==> src/hdl/mspwm_pkg.sv <==
// ============================================================================
// mspwm_pkg : shared types and constants of the software PWM channel table
// Field widths, action codes, controller states and the command and status
// bundles that join the controller to the datapath.
// ============================================================================
`default_nettype none

package mspwm_pkg;

   localparam int ACT_W = 2;
   localparam int PIN_W = 8;
   localparam int CNT_W = 16;
   localparam int LIM_W = 32;

   typedef enum logic [ACT_W-1:0] {
      ACT_TICK    = 2'd0,
      ACT_ASSIGN  = 2'd1,
      ACT_UPDATE  = 2'd2,
      ACT_RELEASE = 2'd3
   } action_type;

   typedef enum logic [1:0] {
      ST_IDLE,
      ST_READ,
      ST_EXEC,
      ST_FLUSH
   } state_type;

   // One row of the channel table memory.
   typedef struct packed {
      logic [PIN_W-1:0] pin;
      logic [CNT_W-1:0] count;
      logic [CNT_W-1:0] period;
      logic [CNT_W-1:0] term;
      logic [LIM_W-1:0] remaining;
   } entry_type;

   // Controller to datapath.
   typedef struct packed {
      logic load;   // capture the request beat and rewind the entry index
      logic exec;   // apply the action to the current entry
      logic step;   // advance to the next entry
      logic flush;  // move the held result to the output register as the last beat
   } cmd_type;

   // Datapath to controller.
   typedef struct packed {
      action_type act;
      logic       hit;         // search action matched the current entry
      logic       res;         // current entry yields a result beat
      logic       last_idx;    // current entry is the final one of the table
      logic       pend_valid;  // a result is held back waiting for its successor
      logic       out_free;    // output register can take a beat this cycle
   } status_type;

endpackage

`default_nettype wire

==> src/hdl/mspwm_if.sv <==
// ============================================================================
// mspwm_if : request and response channel interfaces
// Valid/ready channels carrying the request and result beats of the table.
// ============================================================================
`default_nettype none

interface mspwm_req_if
   import mspwm_pkg::*;
   ();
   logic             valid;
   logic             ready;
   logic [ACT_W-1:0] action;
   logic [PIN_W-1:0] pin;
   logic [CNT_W-1:0] period;
   logic [CNT_W-1:0] duty_term;
   logic [LIM_W-1:0] tick_limit;

   modport source (output valid, action, pin, period, duty_term, tick_limit,
                   input ready);
   modport sink (input valid, action, pin, period, duty_term, tick_limit,
                 output ready);
endinterface

interface mspwm_rsp_if
   import mspwm_pkg::*;
   ();
   logic             valid;
   logic             ready;
   logic [PIN_W-1:0] pin_res;
   logic             level;
   logic             last;

   modport source (output valid, pin_res, level, last, input ready);
   modport sink (input valid, pin_res, level, last, output ready);
endinterface

`default_nettype wire

==> src/hdl/mspwm_ctrl.sv <==
// ============================================================================
// mspwm_ctrl : sequencing controller of the channel table
// Walks the table one entry per read/execute pair and drains the held result.
// ============================================================================
`default_nettype none

module mspwm_ctrl
   import mspwm_pkg::*;
(
   input  wire logic       clock,
   input  wire logic       reset,
   input  wire logic       req_valid,
   output      logic       req_ready,
   input  wire status_type st,
   output      cmd_type    cmd
);

   state_type state_ff;
   state_type state_in;

   always_ff @(posedge clock) begin
      if (reset) begin
         state_ff <= ST_IDLE;
      end else begin
         state_ff <= state_in;
      end
   end

   always_comb begin
      state_in  = state_ff;
      cmd       = '0;
      req_ready = 1'b0;
      unique case (state_ff)
         ST_IDLE: begin
            req_ready = 1'b1;
            if (req_valid) begin
               cmd.load = 1'b1;
               state_in = ST_READ;
            end
         end
         ST_READ: begin
            state_in = ST_EXEC;
         end
         ST_EXEC: begin
            // A new result needs the held one to leave first.
            if (!(st.res && st.pend_valid && !st.out_free)) begin
               cmd.exec = 1'b1;
               if ((st.act != ACT_TICK && st.hit) || st.last_idx) begin
                  state_in = ST_FLUSH;
               end else begin
                  cmd.step = 1'b1;
                  state_in = ST_READ;
               end
            end
         end
         ST_FLUSH: begin
            if (!st.pend_valid) begin
               state_in = ST_IDLE;
            end else if (st.out_free) begin
               cmd.flush = 1'b1;
               state_in  = ST_IDLE;
            end
         end
         default: begin
            state_in = ST_IDLE;
         end
      endcase
   end

endmodule

`default_nettype wire

==> src/hdl/mspwm_dp.sv <==
// ============================================================================
// mspwm_dp : datapath of the channel table
// Table memory, per-entry valid and assigned flags, entry update logic, the
// held result and the output register.
// ============================================================================
`default_nettype none

module mspwm_dp
   import mspwm_pkg::*;
#(
   parameter int CHANNELS = 20
) (
   input  wire logic             clock,
   input  wire logic             reset,
   input  wire cmd_type          cmd,
   output      status_type       st,
   input  wire logic [ACT_W-1:0] req_action,
   input  wire logic [PIN_W-1:0] req_pin,
   input  wire logic [CNT_W-1:0] req_period,
   input  wire logic [CNT_W-1:0] req_duty_term,
   input  wire logic [LIM_W-1:0] req_tick_limit,
   input  wire logic             rsp_ready,
   output      logic             rsp_valid,
   output      logic [PIN_W-1:0] rsp_pin_res,
   output      logic             rsp_level,
   output      logic             rsp_last
);

   localparam int IDX_W = (CHANNELS > 1) ? $clog2(CHANNELS) : 1;

   entry_type mem [CHANNELS];
   entry_type rd_ff;

   action_type       act_ff;
   logic [PIN_W-1:0] pin_ff;
   logic [CNT_W-1:0] period_ff;
   logic [CNT_W-1:0] term_ff;
   logic [LIM_W-1:0] limit_ff;

   logic [IDX_W-1:0]    idx_ff;
   logic [CHANNELS-1:0] valid_ff;
   logic [CHANNELS-1:0] assigned_ff;

   logic             pend_valid_ff;
   logic [PIN_W-1:0] pend_pin_ff;
   logic             pend_level_ff;

   logic             out_valid_ff;
   logic [PIN_W-1:0] out_pin_ff;
   logic             out_level_ff;
   logic             out_last_ff;

   logic             cur_valid;
   logic             cur_assigned;
   logic             pin_eq;
   logic             hit;
   logic             res;
   logic             res_level;
   logic [PIN_W-1:0] res_pin;
   logic [CNT_W-1:0] cnt_inc;
   logic [CNT_W-1:0] cnt_next;
   logic [LIM_W-1:0] rem_next;
   logic             expire;
   logic             we;
   entry_type        wr;
   logic             out_free;
   logic             push_mid;

   assign cur_valid    = valid_ff[idx_ff];
   assign cur_assigned = assigned_ff[idx_ff];
   assign pin_eq       = (rd_ff.pin == pin_ff);

   assign cnt_inc  = rd_ff.count + 1'b1;
   assign cnt_next = (cnt_inc >= rd_ff.period) ? '0 : cnt_inc;
   assign expire   = (rd_ff.remaining == LIM_W'(1));
   assign rem_next = (rd_ff.remaining != '0) ? rd_ff.remaining - 1'b1 : rd_ff.remaining;

   always_comb begin
      hit       = 1'b0;
      res       = 1'b0;
      res_level = 1'b0;
      res_pin   = rd_ff.pin;
      we        = 1'b0;
      wr        = rd_ff;
      unique case (act_ff)
         ACT_TICK: begin
            // Term wins over the start of a period.
            res       = cur_valid && ((rd_ff.count == rd_ff.term) || (rd_ff.count == '0));
            res_level = (rd_ff.count != rd_ff.term);
            we        = cur_valid;
            wr.count     = cnt_next;
            wr.remaining = rem_next;
         end
         ACT_ASSIGN: begin
            hit = !cur_valid || (cur_assigned && pin_eq);
            we  = hit;
            wr.pin       = pin_ff;
            wr.count     = '0;
            wr.period    = period_ff;
            wr.term      = term_ff;
            wr.remaining = limit_ff;
         end
         ACT_UPDATE: begin
            hit = cur_assigned && pin_eq;
            we  = hit;
            wr.period    = period_ff;
            wr.term      = term_ff;
            wr.remaining = limit_ff;
         end
         ACT_RELEASE: begin
            hit       = cur_valid && pin_eq;
            res       = hit;
            res_level = 1'b0;
            res_pin   = pin_ff;
         end
         default: begin
            hit = 1'b0;
         end
      endcase
   end

   assign out_free = !out_valid_ff || rsp_ready;
   assign push_mid = cmd.exec && res && pend_valid_ff;

   assign st.act        = act_ff;
   assign st.hit        = hit;
   assign st.res        = res;
   assign st.last_idx   = (idx_ff == IDX_W'(CHANNELS - 1));
   assign st.pend_valid = pend_valid_ff;
   assign st.out_free   = out_free;

   assign rsp_valid   = out_valid_ff;
   assign rsp_pin_res = out_pin_ff;
   assign rsp_level   = out_level_ff;
   assign rsp_last    = out_last_ff;

   // Table memory: one write and one registered read per cycle.
   always_ff @(posedge clock) begin
      if (cmd.exec && we) begin
         mem[idx_ff] <= wr;
      end
      rd_ff <= mem[idx_ff];
   end

   // Request capture and result payloads.
   always_ff @(posedge clock) begin
      if (cmd.load) begin
         act_ff    <= action_type'(req_action);
         pin_ff    <= req_pin;
         period_ff <= req_period;
         term_ff   <= req_duty_term;
         limit_ff  <= req_tick_limit;
      end
      if (cmd.exec && res) begin
         pend_pin_ff   <= res_pin;
         pend_level_ff <= res_level;
      end
      if (push_mid || cmd.flush) begin
         out_pin_ff   <= pend_pin_ff;
         out_level_ff <= pend_level_ff;
         out_last_ff  <= cmd.flush;
      end
   end

   always_ff @(posedge clock) begin
      if (reset) begin
         idx_ff        <= '0;
         valid_ff      <= '0;
         assigned_ff   <= '0;
         pend_valid_ff <= 1'b0;
         out_valid_ff  <= 1'b0;
      end else begin
         if (cmd.load) begin
            idx_ff <= '0;
         end else if (cmd.step) begin
            idx_ff <= idx_ff + 1'b1;
         end

         if (cmd.exec) begin
            unique case (act_ff)
               ACT_TICK: begin
                  if (cur_valid && expire) begin
                     valid_ff[idx_ff] <= 1'b0;
                  end
               end
               ACT_ASSIGN: begin
                  if (hit) begin
                     valid_ff[idx_ff]    <= 1'b1;
                     assigned_ff[idx_ff] <= 1'b1;
                  end
               end
               ACT_UPDATE: begin
                  if (hit) begin
                     valid_ff[idx_ff] <= 1'b1;
                  end
               end
               ACT_RELEASE: begin
                  if (hit) begin
                     valid_ff[idx_ff]    <= 1'b0;
                     assigned_ff[idx_ff] <= 1'b0;
                  end
               end
               default: begin
                  valid_ff <= valid_ff;
               end
            endcase
         end

         if (cmd.exec && res) begin
            pend_valid_ff <= 1'b1;
         end else if (cmd.flush) begin
            pend_valid_ff <= 1'b0;
         end

         if (push_mid || cmd.flush) begin
            out_valid_ff <= 1'b1;
         end else if (rsp_ready) begin
            out_valid_ff <= 1'b0;
         end
      end
   end

endmodule

`default_nettype wire

==> src/hdl/multichannel_software_pwm_table.sv <==
// ============================================================================
// multichannel_software_pwm_table : table of software PWM channels
// Keeps up to CHANNELS PWM channels, each bound to a pin. A tick reports the
// pin levels that change at period start and term; a release reports low.
// ============================================================================
//
//   Channel   Direction  Beat contents                           Handshake
//   req_chan  in         action, pin, period, duty_term,         valid/ready
//                        tick_limit
//   rsp_chan  out        pin_res, level, last                    valid/ready
//
// Every action walks the table one entry at a time, with a read state that
// fetches the row from the table memory and an execute state that updates it.
// A tick visits all CHANNELS entries; assign, update and release stop at the
// first matching entry, or visit all CHANNELS entries when nothing matches.
// Reset clears all valid and assigned flags at once; the table rows need none.
// A stalled result channel holds the walk only when an entry yields a result
// while another one is already held and the output register is still full.
// The closing flush of the held result also waits for the output register,
// so a stall in either place holds the item back.
//
`default_nettype none

module multichannel_software_pwm_table
   import mspwm_pkg::*;
#(
   parameter int CHANNELS = 20
) (
   input wire logic   clock,
   input wire logic   reset,
   mspwm_req_if.sink  req_chan,
   mspwm_rsp_if.source rsp_chan
);

   cmd_type    cmd;
   status_type st;

   // The controller decides what happens each cycle: it takes a request beat
   // only when idle, steps the entry index through read and execute phases,
   // and finally drains the held result as the last beat of the item.
   mspwm_ctrl u_ctrl (
      .clock     (clock),
      .reset     (reset),
      .req_valid (req_chan.valid),
      .req_ready (req_chan.ready),
      .st        (st),
      .cmd       (cmd)
   );

   // The datapath owns the table and the result registers. Each tick result
   // is held back one step so that the last beat can be marked once the walk
   // knows no further result follows.
   mspwm_dp #(
      .CHANNELS (CHANNELS)
   ) u_dp (
      .clock          (clock),
      .reset          (reset),
      .cmd            (cmd),
      .st             (st),
      .req_action     (req_chan.action),
      .req_pin        (req_chan.pin),
      .req_period     (req_chan.period),
      .req_duty_term  (req_chan.duty_term),
      .req_tick_limit (req_chan.tick_limit),
      .rsp_ready      (rsp_chan.ready),
      .rsp_valid      (rsp_chan.valid),
      .rsp_pin_res    (rsp_chan.pin_res),
      .rsp_level      (rsp_chan.level),
      .rsp_last       (rsp_chan.last)
   );

endmodule

`default_nettype wire

==> src/flat_wrapper.sv <==
// flat-port wrapper written by rule: the top's interface ports become plain ports
module multichannel_software_pwm_table_flat import mspwm_pkg::*;
#(
   parameter int CHANNELS = 20
)
  (clock, reset, req_chan_valid, req_chan_action, req_chan_pin, req_chan_period, req_chan_duty_term, req_chan_tick_limit, req_chan_ready, rsp_chan_valid, rsp_chan_pin_res, rsp_chan_level, rsp_chan_last, rsp_chan_ready);
  mspwm_req_if req_chan_i ();
  mspwm_rsp_if rsp_chan_i ();
  input wire logic clock;
  input wire logic reset;
  input wire logic [$bits(req_chan_i.valid)-1:0] req_chan_valid;
  input wire logic [$bits(req_chan_i.action)-1:0] req_chan_action;
  input wire logic [$bits(req_chan_i.pin)-1:0] req_chan_pin;
  input wire logic [$bits(req_chan_i.period)-1:0] req_chan_period;
  input wire logic [$bits(req_chan_i.duty_term)-1:0] req_chan_duty_term;
  input wire logic [$bits(req_chan_i.tick_limit)-1:0] req_chan_tick_limit;
  output wire logic [$bits(req_chan_i.ready)-1:0] req_chan_ready;
  output wire logic [$bits(rsp_chan_i.valid)-1:0] rsp_chan_valid;
  output wire logic [$bits(rsp_chan_i.pin_res)-1:0] rsp_chan_pin_res;
  output wire logic [$bits(rsp_chan_i.level)-1:0] rsp_chan_level;
  output wire logic [$bits(rsp_chan_i.last)-1:0] rsp_chan_last;
  input wire logic [$bits(rsp_chan_i.ready)-1:0] rsp_chan_ready;
  assign req_chan_i.valid = req_chan_valid;
  assign req_chan_i.action = req_chan_action;
  assign req_chan_i.pin = req_chan_pin;
  assign req_chan_i.period = req_chan_period;
  assign req_chan_i.duty_term = req_chan_duty_term;
  assign req_chan_i.tick_limit = req_chan_tick_limit;
  assign req_chan_ready = req_chan_i.ready;
  assign rsp_chan_valid = rsp_chan_i.valid;
  assign rsp_chan_pin_res = rsp_chan_i.pin_res;
  assign rsp_chan_level = rsp_chan_i.level;
  assign rsp_chan_last = rsp_chan_i.last;
  assign rsp_chan_i.ready = rsp_chan_ready;
  multichannel_software_pwm_table #(.CHANNELS(CHANNELS)) u_core (.clock(clock), .reset(reset), .req_chan(req_chan_i), .rsp_chan(rsp_chan_i));
endmodule
==> config.mk <==
export PLATFORM = sky130hd
export DESIGN_NAME = multichannel_software_pwm_table_flat
export DESIGN_NICKNAME = d
export VERILOG_FILES = /design/src/hdl/mspwm_pkg.sv /design/src/hdl/mspwm_if.sv /design/src/hdl/mspwm_ctrl.sv /design/src/hdl/mspwm_dp.sv /design/src/hdl/multichannel_software_pwm_table.sv /design/src/flat_wrapper.sv
export SDC_FILE = /design/constraint.sdc
export NUM_CORES = 2
export LEC_CHECK = 0
export BUFFER_PORTS_ARGS = -buffer_cell sky130_fd_sc_hd__clkbuf_2
export CORE_MARGIN = 3
export CORE_UTILIZATION = 57
export DETAILED_ROUTE_END_ITERATION = 10
export PLACE_DENSITY = 0.73
export SLEW_MARGIN = 20
export SYNTH_ARGS = -nofsm -noshare
export SYNTH_HDL_FRONTEND = slang
export SYNTH_HIERARCHICAL = 1
export SYNTH_SLANG_ARGS = --single-unit
==> constraint.sdc <==
create_clock -name clock -period 16.75 [get_ports clock]
set_clock_uncertainty 0.15 [all_clocks]
set_input_delay 0 -clock clock [delete_from_list [all_inputs] [get_ports clock]]
set_output_delay 0 -clock clock [all_outputs]
set_load 0.02 [all_outputs]
==> results <==
- The run finished with clean final reports.
- Of the cells placed in the final design, the portion with a size suffix greater than 1 is 0.237.
- Wires add up to 186000 um.
- The required time of the critical path is 17.03 ns.
- The kind of critical path is reg2reg.
- The total number of yosys warnings is 6.
- Compared with the post-synthesis result, the final layout area differs by 13.9%.
- The overflow left after global routing is 0.
- Subtracting the final worst setup slack from the clock period gives 6.15 ns.
- The hold path startpoint is req_chan_valid.
- The first-pass iteration count of the detailed router is 6.
- The standard-cell row count is 134.
- The final count of hold timing violations is 0.
- The I/O pin count is 90.
- Across every metal layer, demand over resource in global routing totals 0.271.
- Counting the fill cells in the layout gives 8516.
- The first-iteration detailed-routing DRC count is 6030.
- In the synthesized netlist, the number of instances is 3878.
- At the end of routability-driven placement, the weighted congestion stood at 0.852.
- The design draws 10.1 mW.
- The clock passes through at most 3 buffers.
- The async set or reset register ratio after synthesis is 0.
- In the routed layout, each cell is associated on average with a via count of 6.54.
- The clock sink count is 1990.
- Leaving out fill and tap cells, the most frequent cell in the layout is edfxtp_1.
- The floorplan core area is 134000 um2.
- Buffers placed on the I/O ports in this run total 89.
- Among the stages of the critical path, the cell type that occurs most often is buf_4.
- The met1 usage is 0.412.
- The arrival time at the worst endpoint is 6.43 ns.
- Clock-pin slew was measured on the worst setup and hold paths at 0.07 ns.
- The final route contains 40145 vias.
- The root buffer cell chosen for the clock tree is clkbuf_16.
- Along the worst path, the maximum fanout reaches 52.
- The synthesized netlist contains 73 unique library cells.
- Setup total negative slack on the finished layout was measured at 0 ns.
- Counting every net in the synthesized netlist gives 3985.
- The tool flagged a number of max-cap violations equal to 0.
- The H-tree was split into 4 levels.
- The wire-length estimate of the detail-placed layout is 104000 um.
- The endpoint type of the worst setup path is a flip-flop.
- Of the post-synthesis cell area, the dominant cell type holds 0.724.
- The initial antenna violation count came to 10.
- The met2 routing resource usage after global routing is 0.401.
- The floorplan step defined a die boundary enclosing 139000 um2.
- The post-layout worst setup margin is 10.60 ns.
- The clock network latency to the later pin of the worst-skew pair is 0.82 ns.
- In the synthesized netlist the dominant register cell turns out to be edfxtp_1.
- The number of cells on the worst reg-to-reg path is 14.
- Walking the worst path, the cells encountered are buf_4 -> mux4_2 -> nor2_1 -> o31a_1 -> and2_1 -> a211oi_1 -> inv_1 -> nor2_1 -> nor2_1 -> o311ai_4 -> buf_4 -> nor2_4 -> buf_4 -> buf_4.
- The via count of the first global-routing pass came to 39684.
- The number of post-CTS setup repair buffers is 0.
- Yosys mapped a number of flops with a built-in enable equal to 1853.
- Of the synthesized area, sequential elements account for 0.759.
- The remaining number of nets flagged by the antenna check after routing is 0.
- Counting flops and latches in the post-synthesis netlist gives 1990.
- In the final layout, flip-flops and latches occupy 58400 um2.
- The finished cells cover 87600 um2.
- In this run the worst setup path begins at u_core/u_dp/idx_ff[1].
- The type of the most critical hold path is in2reg.
- VDD sags by at most 105 uV.
- After detailed routing, the average wire length per cell comes to 30.4 um.
- A synthesized cell averages 19.8 um2.
- The synthesized netlist occupies a cell area of 76900 um2.
- The launching point of the worst reg2reg path is u_core/u_dp/idx_ff[1].
- The final net count is 4310.
- The multi-input combinational cells in the finished layout cover a total of 17700 um2.
- The number of clock buffers added by TritonCTS is 188.
- The die is 373 um tall.
- The count of endpoints failing setup in the final report is 0.
- For this design the ratio of total power to cell area is 115 nW/um2.
- The initial utilization of the core area, before any placement, comes to 0.575.
- The static leakage is 28.5 nW.
- The fmax is 163 MHz.
- The slowest cell on the critical path is dfxtp_4.
- Measured along the x axis, the die boundary spans 373 um.
- At the pin with the least slew margin, the transition time is 1.20 ns.
- The worst hold margin is 0.211 ns.
- In this run the cell area measured after placement is 79800 um2.
- At the placement stage, the worst setup path has a slack of 10.65 ns.
- The final count of pins violating max slew came to 0.
- The global routing stage identified its most utilized layer as met1.
- The number of cells traversed by the worst hold path is 3.
- On the worst path, the slowest cell contributes a delay of 0.85 ns.
- After synthesis, the cell types taking the most area are edfxtp_1 72%, mux4_2 13%, dfxtp_1 3.6%.
- After detailed routing, the number of remaining DRC violations is 0.
- The first global-routing pass estimated 275000 um of wire.
- The kind of launch point of the worst setup path is a flip-flop.
- The largest total area in the synthesized netlist belongs to edfxtp_1.
- In the layout the commonest cells are 1853 x edfxtp_1, 447 x mux4_2, 322 x nand2_1, 192 x clkbuf_16, 155 x dlygate4sd3_1.
- Setup repair after global routing left no endpoint under its margin.
- In this run the tightest slew margin relative to its limit is 0.203.
- TritonCTS built the clock tree.
- Entering global routing, the biggest net connects 122 pins.
- The met3 routing resource usage after global routing is 0.0610.
- The period utilization is 0.367.
## synth_stat cells, types with 5 or more instances
library cell	count
and2_1	12
mux4_2	447
a41oi_1	6
a221o_1	20
nor4_1	6
a21oi_1	28
nand4_1	10
nor3_1	40
clkbuf_1	118
o221ai_1	8
nand2_1	322
nand3_1	23
inv_1	44
a221oi_1	5
mux2i_1	87
a32oi_1	16
or2_2	10
a21o_1	7
nand2b_1	9
mux2_2	40
a211oi_1	18
ha_1	29
xnor2_1	30
a31oi_1	17
dfxtp_1	137
o21ai_0	144
buf_2	20
a22o_1	6
buf_4	7
buf_1	76
nor2b_1	39
edfxtp_1	1853
a22oi_1	93
nor2_1	65
and3_1	17
## worst paths after layout
kind	to	slack, ns
worst max-delay path	u_core/u_dp/mem[12][47]	10.60
worst min-delay path	u_core/u_dp/term_ff[13]	0.21
worst max register to register	u_core/u_dp/mem[12][47]	10.60
worst min register to register	u_core/u_dp/rsp_level	0.27
## where the power goes
group	switching, mW	internal (mW)	leakage [nW]	total (mW)
clock network	1.82	2.43	3.02	4.24
registers	0.0159	5.50	17.9	5.52
logic	0.217	0.0877	7.57	0.305
total	2.05	8.02	28.5	10.1
## registers in the layout, summed over array words and instances (netlist names), named ones only
signal	count
u_core/u_dp/pin_ff	8
u_core/u_dp/pend_pin_ff	8
u_core/u_dp/pend_level_ff	1
u_core/u_dp/rsp_pin_res	8
u_core/u_dp/mem	1760
u_core/u_ctrl/state_ff	2
u_core/u_dp/act_ff	2
u_core/u_dp/rsp_last	1
u_core/u_dp/period_ff	16
u_core/u_dp/rsp_valid	1
u_core/u_dp/pend_valid_ff	1
u_core/u_dp/term_ff	16
u_core/u_dp/rsp_level	1
u_core/u_dp/idx_ff	5
u_core/u_dp/limit_ff	32
u_core/u_dp/rd_ff	88
## per-stage QoR
stage           util  instances
5_1_grt        0.655       6134
4_1_cts        0.655       6133
6_report       0.655       6134
3_5_place_dp   0.597       5626
2_1_floorplan      -       3878
3_3_place_gp   0.597       5626
## cell families after synthesis
logic type / Yosys count / synth area share
fa+ha+maj: 29 / 0.00472
flops: 1990 / 0.759
simple gates: 577 / 0.0343
mux: 574 / 0.148
compound gates: 407 / 0.0360
buf+inv: 267 / 0.0137
xor+xnor: 34 / 0.00387
## critical path, delay by kind of cell (launching register included)
family | cells | cell delay, ns
multiplexers | 1 | 0.59
AND/OR/NAND/NOR | 5 | 0.91
AO/OA/AOI/OAI | 3 | 0.44
flip-flops | 1 | 0.85
buffers and inverters | 5 | 2.65
## layer usage
layer | wire length (um) | share of wire | up-vias
met2 | 85200 | 0.46 | 2459
met1 | 73800 | 0.40 | 20891
met4 | 5030 | 0.027 | 0
met5 | 0 | 0 | -
met3 | 22200 | 0.12 | 294
li1 | - | - | 16501
## cell type report
class	instances	share of cell area
diodes	1	0.0000286
clock inverters	106	0.0119
well taps	1768	0.0253
flip-flops and latches	1990	0.667
inverters	46	0.00206
clock buffers	246	0.0589
multi-input cells	1621	0.202
repair buffers	356	0.0327
## repair_timing
action,in CTS,in global routing
hold buffers,155,0
gates resized for setup,0,0
endpoints found under the hold margin,150,0
(Power assumes the default switching activity.)
